--- src/hw/rtl/sdtq_pkg.sv ---
// ----------------------------------------------------------------------------
// Sleep delta timer queue package
// Shared widths, reset values, codes and the command word that drives the
// row of queue cells.
// ----------------------------------------------------------------------------
package sdtq_pkg;

   localparam int unsigned QueueDepthDefault = 16;
   localparam int unsigned IdWidth           = 10;
   localparam int unsigned TimeWidth         = 32;
   localparam int unsigned CfgWidth          = 10;
   localparam int unsigned StatusWidth       = 3;

   // A tick delivers at most this many woken processes.
   localparam int unsigned MaxWake           = 16;
   localparam int unsigned WakeCntWidth      = $clog2(MaxWake);

   localparam logic [CfgWidth-1:0] MsPerTickReset = 10'd10;
   localparam logic [IdWidth-1:0]  IdleIdReset    = 10'd999;

   // The divider retires this many quotient bits per clock.
   localparam int unsigned DivStepsPerCycle  = 2;
   localparam int unsigned DivCycles         = TimeWidth / DivStepsPerCycle;
   localparam int unsigned DivCntWidth       = $clog2(DivCycles);

   typedef enum logic [StatusWidth-1:0] {
      STATUS_INSERTED = 3'd0,
      STATUS_FULL     = 3'd1,
      STATUS_IDLE     = 3'd2,
      STATUS_WOKEN    = 3'd3,
      STATUS_NONE     = 3'd4
   } status_type;

   typedef enum logic {
      FUNC_INSERT = 1'b0,
      FUNC_TICK   = 1'b1
   } func_type;

   typedef enum logic {
      CSR_MS_PER_TICK = 1'b0,
      CSR_IDLE_ID     = 1'b1
   } csr_index_type;

   typedef enum logic [2:0] {
      STATE_IDLE,
      STATE_DIVIDE,
      STATE_INSERT,
      STATE_TICK,
      STATE_WAKE
   } state_type;

   typedef enum logic [1:0] {
      CELL_HOLD,
      CELL_DEC,
      CELL_INSERT,
      CELL_SHIFT
   } cell_op_type;

   typedef struct packed {
      cell_op_type          op;
      logic [IdWidth-1:0]   id;
      logic [TimeWidth-1:0] ticks;
   } cell_cmd_type;

endpackage

--- src/hw/rtl/sdtq_tick_div.sv ---
// ----------------------------------------------------------------------------
// Millisecond to tick converter
// Restoring divider, two quotient bits per clock, that rounds the quotient
// up and never returns fewer than one tick.
// ----------------------------------------------------------------------------
module sdtq_tick_div (
   input  logic                               clock,
   input  logic                               reset,
   input  logic                               start,
   input  logic [sdtq_pkg::TimeWidth-1:0]     dividend,
   input  logic [sdtq_pkg::CfgWidth-1:0]      divisor,
   output logic                               done,
   output logic [sdtq_pkg::TimeWidth-1:0]     ticks
);

   localparam int unsigned TW = sdtq_pkg::TimeWidth;
   localparam int unsigned CW = sdtq_pkg::CfgWidth;
   localparam int unsigned NW = sdtq_pkg::DivCntWidth;

   logic          busy_ff, busy_in;
   logic [NW-1:0] cnt_ff, cnt_in;
   logic [TW-1:0] quo_ff, quo_in;
   logic [CW-1:0] rem_ff, rem_in;
   logic [CW-1:0] den_ff, den_in;
   logic [TW-1:0] rounded;

   always_comb begin
      logic [CW-1:0] r;
      logic [TW-1:0] q;
      logic [CW:0]   t;
      r = rem_ff;
      q = quo_ff;
      t = '0;
      for (int s = 0; s < sdtq_pkg::DivStepsPerCycle; s++) begin
         t = {r, q[TW-1]};
         q = {q[TW-2:0], 1'b0};
         if (t >= {1'b0, den_ff}) begin
            t    = t - {1'b0, den_ff};
            q[0] = 1'b1;
         end
         r = t[CW-1:0];
      end
      busy_in = busy_ff;
      cnt_in  = cnt_ff;
      quo_in  = quo_ff;
      rem_in  = rem_ff;
      den_in  = den_ff;
      if (start) begin
         busy_in = 1'b1;
         cnt_in  = '0;
         quo_in  = dividend;
         rem_in  = '0;
         // A zero tick period counts as one millisecond.
         den_in  = (divisor == '0) ? CW'(1) : divisor;
      end else if (busy_ff) begin
         quo_in = q;
         rem_in = r;
         cnt_in = cnt_ff + 1'b1;
         if (cnt_ff == NW'(sdtq_pkg::DivCycles - 1)) begin
            busy_in = 1'b0;
         end
      end
   end

   always_ff @(posedge clock) begin
      if (reset) begin
         busy_ff <= 1'b0;
         cnt_ff  <= '0;
      end else begin
         busy_ff <= busy_in;
         cnt_ff  <= cnt_in;
      end
      quo_ff <= quo_in;
      rem_ff <= rem_in;
      den_ff <= den_in;
   end

   assign done    = busy_ff && (cnt_ff == NW'(sdtq_pkg::DivCycles - 1));
   assign rounded = quo_ff + TW'(rem_ff != '0);
   assign ticks   = (rounded == '0) ? TW'(1) : rounded;

endmodule

--- src/hw/rtl/sdtq_cell.sv ---
// ----------------------------------------------------------------------------
// Sleep queue cell
// One queue slot: a process id and its wake time counted from now. Slots
// shift toward the head on a wake and toward the tail on an insert.
// ----------------------------------------------------------------------------
module sdtq_cell (
   input  logic                           clock,
   input  sdtq_pkg::cell_cmd_type         cmd,
   input  logic                           occupied,
   input  logic                           prev_ge,
   input  logic [sdtq_pkg::IdWidth-1:0]   prev_id,
   input  logic [sdtq_pkg::TimeWidth-1:0] prev_cum,
   input  logic [sdtq_pkg::IdWidth-1:0]   next_id,
   input  logic [sdtq_pkg::TimeWidth-1:0] next_cum,
   output logic                           ge,
   output logic [sdtq_pkg::IdWidth-1:0]   id,
   output logic [sdtq_pkg::TimeWidth-1:0] cum
);

   logic [sdtq_pkg::IdWidth-1:0]   id_ff, id_in;
   logic [sdtq_pkg::TimeWidth-1:0] cum_ff, cum_in;

   // The new process goes behind every entry that wakes at the same tick or
   // earlier, so an occupied slot stays put when its time is not later.
   assign ge = occupied && (cmd.ticks >= cum_ff);

   always_comb begin
      id_in  = id_ff;
      cum_in = cum_ff;
      unique case (cmd.op)
         sdtq_pkg::CELL_HOLD: begin
         end
         sdtq_pkg::CELL_DEC: begin
            cum_in = cum_ff - 1'b1;
         end
         sdtq_pkg::CELL_INSERT: begin
            if (!ge) begin
               if (prev_ge) begin
                  id_in  = cmd.id;
                  cum_in = cmd.ticks;
               end else begin
                  id_in  = prev_id;
                  cum_in = prev_cum;
               end
            end
         end
         sdtq_pkg::CELL_SHIFT: begin
            id_in  = next_id;
            cum_in = next_cum;
         end
      endcase
   end

   always_ff @(posedge clock) begin
      id_ff  <= id_in;
      cum_ff <= cum_in;
   end

   assign id  = id_ff;
   assign cum = cum_ff;

endmodule

--- src/hw/rtl/sleep_delta_timer_queue.sv ---
// ----------------------------------------------------------------------------
// Sleep delta timer queue
// Sorted sleep queue of process ids. Inserts convert milliseconds to ticks
// and place the process in wake order; ticks wake due processes, up to MaxWake.
// ----------------------------------------------------------------------------
//
//   Channel  Direction  Handshake           Word
//   req      in         req_valid/req_stall  func, proc_id, duration_ms
//   rsp      out        rsp_valid/rsp_stall  status, woken_id, last
//   csr      in         csr_valid/csr_ready  index, data (always ready)
//
// An insert is accepted, converted to ticks in the tick divider (two
// quotient bits per clock) and then placed. A refused insert skips the
// divider. A tick lowers the times and then sends one response word per
// woken process, or a single none word when nothing is due.
// Reset clears the control state and the entry count; the cells need no
// clearing pass. A stalled rsp word holds the block in its current step,
// and req is stalled whenever an item is still being worked on.
//
module sleep_delta_timer_queue #(
   parameter int unsigned QUEUE_DEPTH = sdtq_pkg::QueueDepthDefault
) (
   input  logic                               clock,
   input  logic                               reset,
   input  logic                               req_valid,
   output logic                               req_stall,
   input  logic                               req_func,
   input  logic [sdtq_pkg::IdWidth-1:0]       req_proc_id,
   input  logic [sdtq_pkg::TimeWidth-1:0]     req_duration_ms,
   output logic                               rsp_valid,
   input  logic                               rsp_stall,
   output logic [sdtq_pkg::StatusWidth-1:0]   rsp_status,
   output logic [sdtq_pkg::IdWidth-1:0]       rsp_woken_id,
   output logic                               rsp_last,
   input  logic                               csr_valid,
   output logic                               csr_ready,
   input  logic                               csr_index,
   input  logic [sdtq_pkg::CfgWidth-1:0]      csr_data
);

   localparam int unsigned CW = $clog2(QUEUE_DEPTH + 1);
   localparam int unsigned IW = sdtq_pkg::IdWidth;
   localparam int unsigned TW = sdtq_pkg::TimeWidth;
   localparam int unsigned NW = sdtq_pkg::WakeCntWidth;

   // Configuration registers.
   logic [sdtq_pkg::CfgWidth-1:0] ms_per_tick_ff;
   logic [IW-1:0]                 idle_id_ff;

   // Control state.
   sdtq_pkg::state_type  state_ff, state_in;
   logic [CW-1:0]        count_ff, count_in;
   logic [NW-1:0]        wake_n_ff, wake_n_in;
   logic                 refuse_ff, refuse_in;
   sdtq_pkg::status_type pend_status_ff, pend_status_in;
   logic [IW-1:0]        req_id_ff;

   // Output register.
   logic                 rsp_valid_ff, rsp_valid_in;
   sdtq_pkg::status_type rsp_status_ff, rsp_status_in;
   logic [IW-1:0]        rsp_woken_id_ff, rsp_woken_id_in;
   logic                 rsp_last_ff, rsp_last_in;

   logic                   div_start;
   logic                   div_done;
   logic [TW-1:0]          div_ticks;
   sdtq_pkg::cell_cmd_type cell_cmd;

   logic [IW-1:0]          cell_id  [QUEUE_DEPTH];
   logic [TW-1:0]          cell_cum [QUEUE_DEPTH];
   logic [QUEUE_DEPTH-1:0] cell_ge;
   logic [QUEUE_DEPTH-1:0] cell_occupied;

   logic out_free;
   logic wake_now;
   logic wake_more;

   // The divider turns the sleep length into ticks while the queue waits.
   sdtq_tick_div u_div (
      .clock    (clock),
      .reset    (reset),
      .start    (div_start),
      .dividend (req_duration_ms),
      .divisor  (ms_per_tick_ff),
      .done     (div_done),
      .ticks    (div_ticks)
   );

   // Each cell stores its wake time counted from now rather than from the
   // entry ahead of it. The running sums of the delta list then sit in the
   // cells, so every cell finds its side of the insertion point on its own,
   // and a tick lowers all times together.
   for (genvar i = 0; i < QUEUE_DEPTH; i++) begin : g_cell
      logic          prev_ge;
      logic [IW-1:0] prev_id;
      logic [TW-1:0] prev_cum;
      logic [IW-1:0] next_id;
      logic [TW-1:0] next_cum;

      assign cell_occupied[i] = (count_ff > CW'(i));

      if (i == 0) begin : g_head
         assign prev_ge  = 1'b1;
         assign prev_id  = cell_cmd.id;
         assign prev_cum = cell_cmd.ticks;
      end else begin : g_body
         assign prev_ge  = cell_ge[i-1];
         assign prev_id  = cell_id[i-1];
         assign prev_cum = cell_cum[i-1];
      end

      if (i == QUEUE_DEPTH - 1) begin : g_tail
         assign next_id  = cell_id[i];
         assign next_cum = cell_cum[i];
      end else begin : g_inner
         assign next_id  = cell_id[i+1];
         assign next_cum = cell_cum[i+1];
      end

      sdtq_cell u_cell (
         .clock    (clock),
         .cmd      (cell_cmd),
         .occupied (cell_occupied[i]),
         .prev_ge  (prev_ge),
         .prev_id  (prev_id),
         .prev_cum (prev_cum),
         .next_id  (next_id),
         .next_cum (next_cum),
         .ge       (cell_ge[i]),
         .id       (cell_id[i]),
         .cum      (cell_cum[i])
      );
   end

   assign out_free = !rsp_valid_ff || !rsp_stall;

   // The head wakes when its time has reached zero. Another wake follows
   // when the second entry is due as well and the per-tick limit allows it.
   assign wake_now  = (count_ff != '0) && (cell_cum[0] == '0);
   assign wake_more = (count_ff > CW'(1)) && (cell_cum[1] == '0) &&
                      (wake_n_ff != NW'(sdtq_pkg::MaxWake - 1));

   always_comb begin
      state_in        = state_ff;
      count_in        = count_ff;
      wake_n_in       = wake_n_ff;
      refuse_in       = refuse_ff;
      pend_status_in  = pend_status_ff;
      div_start       = 1'b0;
      cell_cmd.op     = sdtq_pkg::CELL_HOLD;
      cell_cmd.id     = req_id_ff;
      cell_cmd.ticks  = div_ticks;
      rsp_valid_in    = rsp_valid_ff && rsp_stall;
      rsp_status_in   = rsp_status_ff;
      rsp_woken_id_in = rsp_woken_id_ff;
      rsp_last_in     = rsp_last_ff;

      unique case (state_ff)
         sdtq_pkg::STATE_IDLE: begin
            if (req_valid) begin
               priority if (req_func == sdtq_pkg::FUNC_TICK) begin
                  state_in = sdtq_pkg::STATE_TICK;
               end else if (req_proc_id == idle_id_ff) begin
                  // The idle process check comes before the full check.
                  refuse_in      = 1'b1;
                  pend_status_in = sdtq_pkg::STATUS_IDLE;
                  state_in       = sdtq_pkg::STATE_INSERT;
               end else if (count_ff == CW'(QUEUE_DEPTH)) begin
                  refuse_in      = 1'b1;
                  pend_status_in = sdtq_pkg::STATUS_FULL;
                  state_in       = sdtq_pkg::STATE_INSERT;
               end else begin
                  refuse_in      = 1'b0;
                  pend_status_in = sdtq_pkg::STATUS_INSERTED;
                  div_start      = 1'b1;
                  state_in       = sdtq_pkg::STATE_DIVIDE;
               end
            end
         end
         sdtq_pkg::STATE_DIVIDE: begin
            if (div_done) begin
               state_in = sdtq_pkg::STATE_INSERT;
            end
         end
         sdtq_pkg::STATE_INSERT: begin
            if (out_free) begin
               if (!refuse_ff) begin
                  cell_cmd.op = sdtq_pkg::CELL_INSERT;
                  count_in    = count_ff + 1'b1;
               end
               rsp_valid_in    = 1'b1;
               rsp_status_in   = pend_status_ff;
               rsp_woken_id_in = '0;
               rsp_last_in     = 1'b1;
               state_in        = sdtq_pkg::STATE_IDLE;
            end
         end
         sdtq_pkg::STATE_TICK: begin
            // A head already at zero is not lowered, so times never wrap.
            if ((count_ff != '0) && (cell_cum[0] != '0)) begin
               cell_cmd.op = sdtq_pkg::CELL_DEC;
            end
            wake_n_in = '0;
            state_in  = sdtq_pkg::STATE_WAKE;
         end
         sdtq_pkg::STATE_WAKE: begin
            if (out_free) begin
               rsp_valid_in = 1'b1;
               if (wake_now) begin
                  cell_cmd.op     = sdtq_pkg::CELL_SHIFT;
                  count_in        = count_ff - 1'b1;
                  wake_n_in       = wake_n_ff + 1'b1;
                  rsp_status_in   = sdtq_pkg::STATUS_WOKEN;
                  rsp_woken_id_in = cell_id[0];
                  rsp_last_in     = !wake_more;
                  if (!wake_more) begin
                     state_in = sdtq_pkg::STATE_IDLE;
                  end
               end else begin
                  // Only reached on the first step: nothing was due.
                  rsp_status_in   = sdtq_pkg::STATUS_NONE;
                  rsp_woken_id_in = '0;
                  rsp_last_in     = 1'b1;
                  state_in        = sdtq_pkg::STATE_IDLE;
               end
            end
         end
         default: begin
            state_in = sdtq_pkg::STATE_IDLE;
         end
      endcase
   end

   always_ff @(posedge clock) begin
      if (reset) begin
         state_ff       <= sdtq_pkg::STATE_IDLE;
         count_ff       <= '0;
         wake_n_ff      <= '0;
         refuse_ff      <= 1'b0;
         pend_status_ff <= sdtq_pkg::STATUS_INSERTED;
         rsp_valid_ff   <= 1'b0;
      end else begin
         state_ff       <= state_in;
         count_ff       <= count_in;
         wake_n_ff      <= wake_n_in;
         refuse_ff      <= refuse_in;
         pend_status_ff <= pend_status_in;
         rsp_valid_ff   <= rsp_valid_in;
      end
      rsp_status_ff   <= rsp_status_in;
      rsp_woken_id_ff <= rsp_woken_id_in;
      rsp_last_ff     <= rsp_last_in;
   end

   always_ff @(posedge clock) begin
      if ((state_ff == sdtq_pkg::STATE_IDLE) && req_valid) begin
         req_id_ff <= req_proc_id;
      end
   end

   // Configuration writes must arrive only while the block is idle; the block itself does not enforce this.
   always_ff @(posedge clock) begin
      if (reset) begin
         ms_per_tick_ff <= sdtq_pkg::MsPerTickReset;
         idle_id_ff     <= sdtq_pkg::IdleIdReset;
      end else if (csr_valid && csr_ready) begin
         unique case (sdtq_pkg::csr_index_type'(csr_index))
            sdtq_pkg::CSR_MS_PER_TICK: ms_per_tick_ff <= csr_data;
            sdtq_pkg::CSR_IDLE_ID:     idle_id_ff     <= csr_data;
         endcase
      end
   end

   assign req_stall    = (state_ff != sdtq_pkg::STATE_IDLE);
   assign csr_ready    = 1'b1;
   assign rsp_valid    = rsp_valid_ff;
   assign rsp_status   = rsp_status_ff;
   assign rsp_woken_id = rsp_woken_id_ff;
   assign rsp_last     = rsp_last_ff;

   // The queue never holds more entries than it has cells.
   a_count_bound : assert property (@(posedge clock) disable iff (reset)
      (state_ff == sdtq_pkg::STATE_INSERT) |-> (count_ff <= CW'(QUEUE_DEPTH)))
      else $error("entry count above queue depth");

   // A placed insert grows the queue by exactly one entry.
   a_insert_count : assert property (@(posedge clock) disable iff (reset)
      ((state_ff == sdtq_pkg::STATE_INSERT) && out_free && !refuse_ff) |=>
      (count_ff == CW'($past(count_ff) + 1'b1)))
      else $error("insert did not add one entry");

   // Every woken word removes exactly one entry from the head.
   a_wake_count : assert property (@(posedge clock) disable iff (reset)
      ((state_ff == sdtq_pkg::STATE_WAKE) && out_free && wake_now) |=>
      ((count_ff == CW'($past(count_ff) - 1'b1)) &&
       (rsp_status == sdtq_pkg::STATUS_WOKEN)))
      else $error("wake did not remove one entry");

   // The divider only finishes while an insert waits for it.
   a_div_done : assert property (@(posedge clock) disable iff (reset)
      div_done |-> (state_ff == sdtq_pkg::STATE_DIVIDE))
      else $error("divider finished outside an insert");

endmodule

--- config.mk ---
export PLATFORM = sky130hd
export DESIGN_NAME = sleep_delta_timer_queue
export DESIGN_NICKNAME = d
export VERILOG_FILES = /design/src/hw/rtl/sdtq_pkg.sv /design/src/hw/rtl/sdtq_tick_div.sv /design/src/hw/rtl/sdtq_cell.sv /design/src/hw/rtl/sleep_delta_timer_queue.sv
export SDC_FILE = /design/constraint.sdc
export NUM_CORES = 2
export LEC_CHECK = 0
export CAP_MARGIN = 10
export CORE_MARGIN = 1
export CORE_UTILIZATION = 50
export CTS_CLUSTER_DIAMETER = 100
export CTS_CLUSTER_SIZE = 20
export DETAILED_ROUTE_END_ITERATION = 16
export DONT_BUFFER_PORTS = 1
export HOLD_SLACK_MARGIN = 0.05
export PLACE_DENSITY = 0.7
export SKIP_LAST_GASP = 1
export SYNTH_ARGS = -nofsm -noshare
export SYNTH_HDL_FRONTEND = slang
export SYNTH_HIERARCHICAL = 1
export SYNTH_SLANG_ARGS = --single-unit
--- constraint.sdc ---
create_clock -name clock -period 19.6 [get_ports clock]
set_input_delay 3.92 -clock clock [delete_from_list [all_inputs] [get_ports clock]]
set_output_delay 3.92 -clock clock [all_outputs]
set_load 0.01 [all_outputs]
### Word level (Yosys, flattened, before mapping)

Cells that the tools add are included.

* register bits: 790
* input bits: 59

* $add $sub $neg: 23
* order comparisons: 34
* eq/ne operators: 34
* mux-type cells: 149
* bitwise logic cells: 3
* reductions and logical operators: 83

Operator list (number)
* case mux 32 bit (3 select lines): 15
* two-way mux 32 bit: 34
* greater-or-equal comparator 32 bit: 16
* subtractor 32 x 1 -> 32 bit (second input constant): 16
* two-way mux 10 bit: 35
* case mux 10 bit (2 select lines): 16
* logical NOT 32 bit: 3
* AND reduction 2 bit: 34
* case mux 32 bit (2 select lines): 1
* inequality test 2 bit (second input constant): 22
* greater-than comparator 5 x 4 -> 1 bit (second input constant): 8
* adder 32 x 1 -> 32 bit: 1
* nonzero test 32 bit: 1
* two-way mux 3 bit: 9
* logical AND 1 bit: 23
* greater-or-equal comparator 11 x 10 -> 1 bit: 2
* greater-than comparator 5 x 3 -> 1 bit (second input constant): 4
* two-way mux 5 bit: 4
* subtractor 10 bit: 2
* two-way mux 1 bit: 19
* two-way mux 2 bit: 8
* case mux 3 bit (5 select lines): 1
* == test 10 bit: 1
* greater-than comparator 5 x 1 -> 1 bit (second input constant): 2
* other kinds (31): 49

### Longest topological paths before layout

* depth in word-level cells: 9
* mapped depth: 24

### By module

Netlist, hierarchy kept.

Modules (own cells, without submodules)
* sdtq_cell (g_cell[0].u_cell ...): times used 14, cells each 453, area each 3941.3 um^2
* sdtq_tick_div: times used 1, cells each 469, area each 4480.5 um^2
* sdtq_cell (g_cell[13].u_cell): times used 1, cells each 458, area each 3865.0 um^2
* sdtq_cell (g_cell[9].u_cell): times used 1, cells each 452, area each 3857.4 um^2
* sleep_delta_timer_queue: times used 1, cells each 334, area each 3016.6 um^2

### Worst setup path after synthesis

OpenSTA, ideal clock, no wires.

* path type: in2reg
* start point: input port rsp_stall
* end point: register g_cell[0].u_cell.cum_ff, in the netlist g_cell[0].u_cell/cum[0] (enable)
* setup time: 0.466 ns
* arrival time: 8.063 ns
* data required time: 19.134 ns
* setup slack: 11.072 ns
* stages on the path: 6
* path through: a21oi_4 -> nand4_4 -> nand2_1 -> clkbuf_1 -> nand4_1 -> o21ai_0

RTL lines
* start: declaration: line sleep_delta_timer_queue.sv:31 `input logic rsp_stall,`
* end signal: assignment: line sdtq_cell.sv:56 `cum_ff <= cum_in;`
* end: declaration: line sdtq_cell.sv:21 `logic [sdtq_pkg::TimeWidth-1:0] cum_ff, cum_in;`

==> impl_metrics.json <==
{
  "run_status": "complete, no violations",
  "final-instance-count-excl-fill": 9718,
  "clk_latency_ps": 720,
  "dp.cells": 9637,
  "rr_startpoint": "u_div/rem_ff[0]$_SDFFE_PP0P_",
  "cp-end-kind": "flip-flop",
  "cts_tree": "built",
  "whs_path_depth": 2,
  "clk_path_buf_depth": 3,
  "vias": 62956,
  "cts_resized": 0,
  "preCtsSetupSlack_ps": 10930,
  "worstPathRequired_ps": 20050,
  "max_freq_ghz": 0.124,
  "cap_violations": 0,
  "drive_gt1_frac": 0.0680,
  "synth_area_um2": 70400,
  "finalCritPeriodShare": 0.412,
  "die_h_um": 377,
  "synth_warnings": 6,
  "first_iter_violations": 7359,
  "hold_class": "flip-flop to flip-flop",
  "seq_power_share": 0.365,
  "antenna_found_initial": 3,
  "grt_max_degree": 269,
  "grt_pass1_vias": 60398,
  "r2r_slack_ps": 11910,
  "routabilityCongestion": 0.920,
  "pwr-share-comb": 0.539,
  "root_buffer": "clkbuf_16",
  "path_max_fanout": 245,
  "crit_type": "input port to flip-flop",
  "setup_violations": 0,
  "hold_path_startpoint": "pend_status_ff[0]$_SDFFE_PP0P_",
  "p_switching_w": 0.00616,
  "fin_crit_ps": 8080,
  "initial_core_util": 0.504,
  "finalSetupTns_ps": 0,
  "slew_violations": 0,
  "drc_errors": 0,
  "switching_share": 0.500,
  "grt_use_total": 0.312,
  "internal_power_w": 0.00615,
  "htreeDepth": 2,
  "arrival_ps": 8530,
  "vdd_drop_max_mv": 0.121,
  "cts_setup_buffers": 0,
  "worst_r2r_endpoint": "g_cell[14].u_cell/cum[16]$_DFFE_PP_",
  "syn_to_final_growth_pct": 5.10,
  "vias_per_cell": 6.48,
  "layout.nets": 8433,
  "ioPinCount": 76,
  "antenna_cells": 0,
  "cts_buffers": 50,
  "worst_slack_ps": 11520,
  "tightest_slew_ps": 1290,
  "min_to": "pend_status_ff[0]$_SDFFE_PP0P_",
  "power.density_nw_per_um2": 166,
  "pwr-share-clk": 0.096,
  "grt_pass1_wl_um": 352000,
  "grt-ovfl-total": 0,
  "rsz0062_at_grt": "false",
  "postCtsHoldBufs": 0,
  "wire_per_inst_um": 23.6,
  "dieWidth_um": 377,
  "detail-route-antenna-nets": 0,
  "cts.sinks": 789,
  "r2r_cells": 25,
  "syn_area_per_cell_um2": 8.74,
  "row_count": 137,
  "wirelength_um": 229000,
  "port_buffers": 0,
  "dp_hpwl_um": 164000,
  "clkSlewWorstSetupHoldPaths_ps": 90,
  "fin_skew_ps": 63.4,
  "synthCells": 8053,
  "dieArea_um2": 142000,
  "first_pass_iters": 6,
  "leakagePower_nw": 25.2,
  "slew_headroom": 0.143,
  "hold_viol": 0,
  "coreArea_um2": 140000,
  "worstSetupStartpointType": "input port"
}
[through the flow]
step           utilization  instance area [um2]  hold WS, ps  power (W)
2_1_floorplan            -                70400          432    0.00870
3_3_place_gp         0.519                72400          437     0.0107
3_5_place_dp         0.519                72400          447     0.0110
4_1_cts              0.530                74000          458     0.0122
5_1_grt              0.530                74000          480     0.0131
6_report             0.530                74000          458     0.0123
[metal layers]
| layer | vias up | share of wire | global-route usage |
|---|---|---|---|
| met5 | - | 0 | 0 |
| met4 | 0 | 0.053 | 0.155 |
| met3 | 709 | 0.091 | 0.0510 |
| met2 | 3245 | 0.46 | 0.507 |
| met1 | 30063 | 0.40 | 0.401 |
| li1 | 28939 | - | - |
[placed cells by master, fill, tap and decap left out, types with 23 or more instances in the layout]
master,n
and4_1,35
and3_1,65
inv_1,562
or3_4,31
o31a_1,65
and2_1,32
xnor2_1,391
nand3_1,162
nor4_1,155
ha_1,557
buf_4,112
nor4_2,91
nor4b_2,29
mux2i_1,681
clkbuf_16,52
o21ai_2,30
nor3_1,179
mux2_2,30
edfxtp_1,738
nand4_1,187
a21o_1,70
dfxtp_1,51
a31oi_1,34
a21oi_1,304
o21a_1,23
o21ai_1,152
nor2_1,274
nor2b_1,26
o211ai_1,53
nand2b_1,42
nand2_1,1272
o21ai_0,965
nor4_4,45
[worst max path at each step]
stage,from,to,slack [ps],cells past startpoint
floorplan,rsp_stall,g_cell[0].u_cell/cum[0]$_DFFE_PP_,11070,6
global placement,rsp_stall,g_cell[8].u_cell/cum[28]$_DFFE_PP_,11060,9
detailed placement,rsp_stall,g_cell[8].u_cell/cum[28]$_DFFE_PP_,10930,9
CTS,rsp_stall,g_cell[8].u_cell/cum[28]$_DFFE_PP_,11690,9
global route,rsp_stall,g_cell[8].u_cell/cum[28]$_DFFE_PP_,11240,9
finish,rsp_stall,g_cell[8].u_cell/cum[28]$_DFFE_PP_,11520,9
[power by group through the flow]
stage          Combinational (W)  Sequential (W)  Clock [W]
3_5_place_dp             0.00647         0.00448          0
3_3_place_gp             0.00621         0.00448          0
2_1_floorplan            0.00477         0.00393          0
6_report                 0.00664         0.00449    0.00119
5_1_grt                  0.00730         0.00458    0.00124
4_1_cts                  0.00650         0.00445    0.00120
[sequential cells by signal, indices dropped and copies added, names as in the netlist]
register	flops
u_div/cnt_ff	4
ms_per_tick_ff	10
rsp_valid	1
g_cell.u_cell/id	160
g_cell.u_cell/cum	512
idle_id_ff	10
pend_status_ff	2
u_div/den_ff	10
wake_n_ff	4
count_ff	5
state_ff	3
rsp_status	3
g_cell.prev_id	10
rsp_last	1
u_div/quo_ff	32
u_div/busy_ff	1
refuse_ff	1
u_div/rem_ff	10
rsp_woken_id	10
[area by class of cell]
type | instances | area [um2]
flip-flops and latches | 789 | 23200
fillers | 12824 | 65600
inverters | 564 | 2120
well taps | 1876 | 2350
clock buffers | 65 | 1360
clock inverters | 15 | 181
multi-input cells | 6291 | 43800
repair buffers | 118 | 948
[critical path: stages]
cell and delay, ps:
a21oi_4 140, nand2_1 110, a21oi_4 150, buf_12 650, buf_4 720, buf_4 920
buf_4 1000, o21ai_0 250, a221o_1 410
Power figures use the tool's default switching activity.
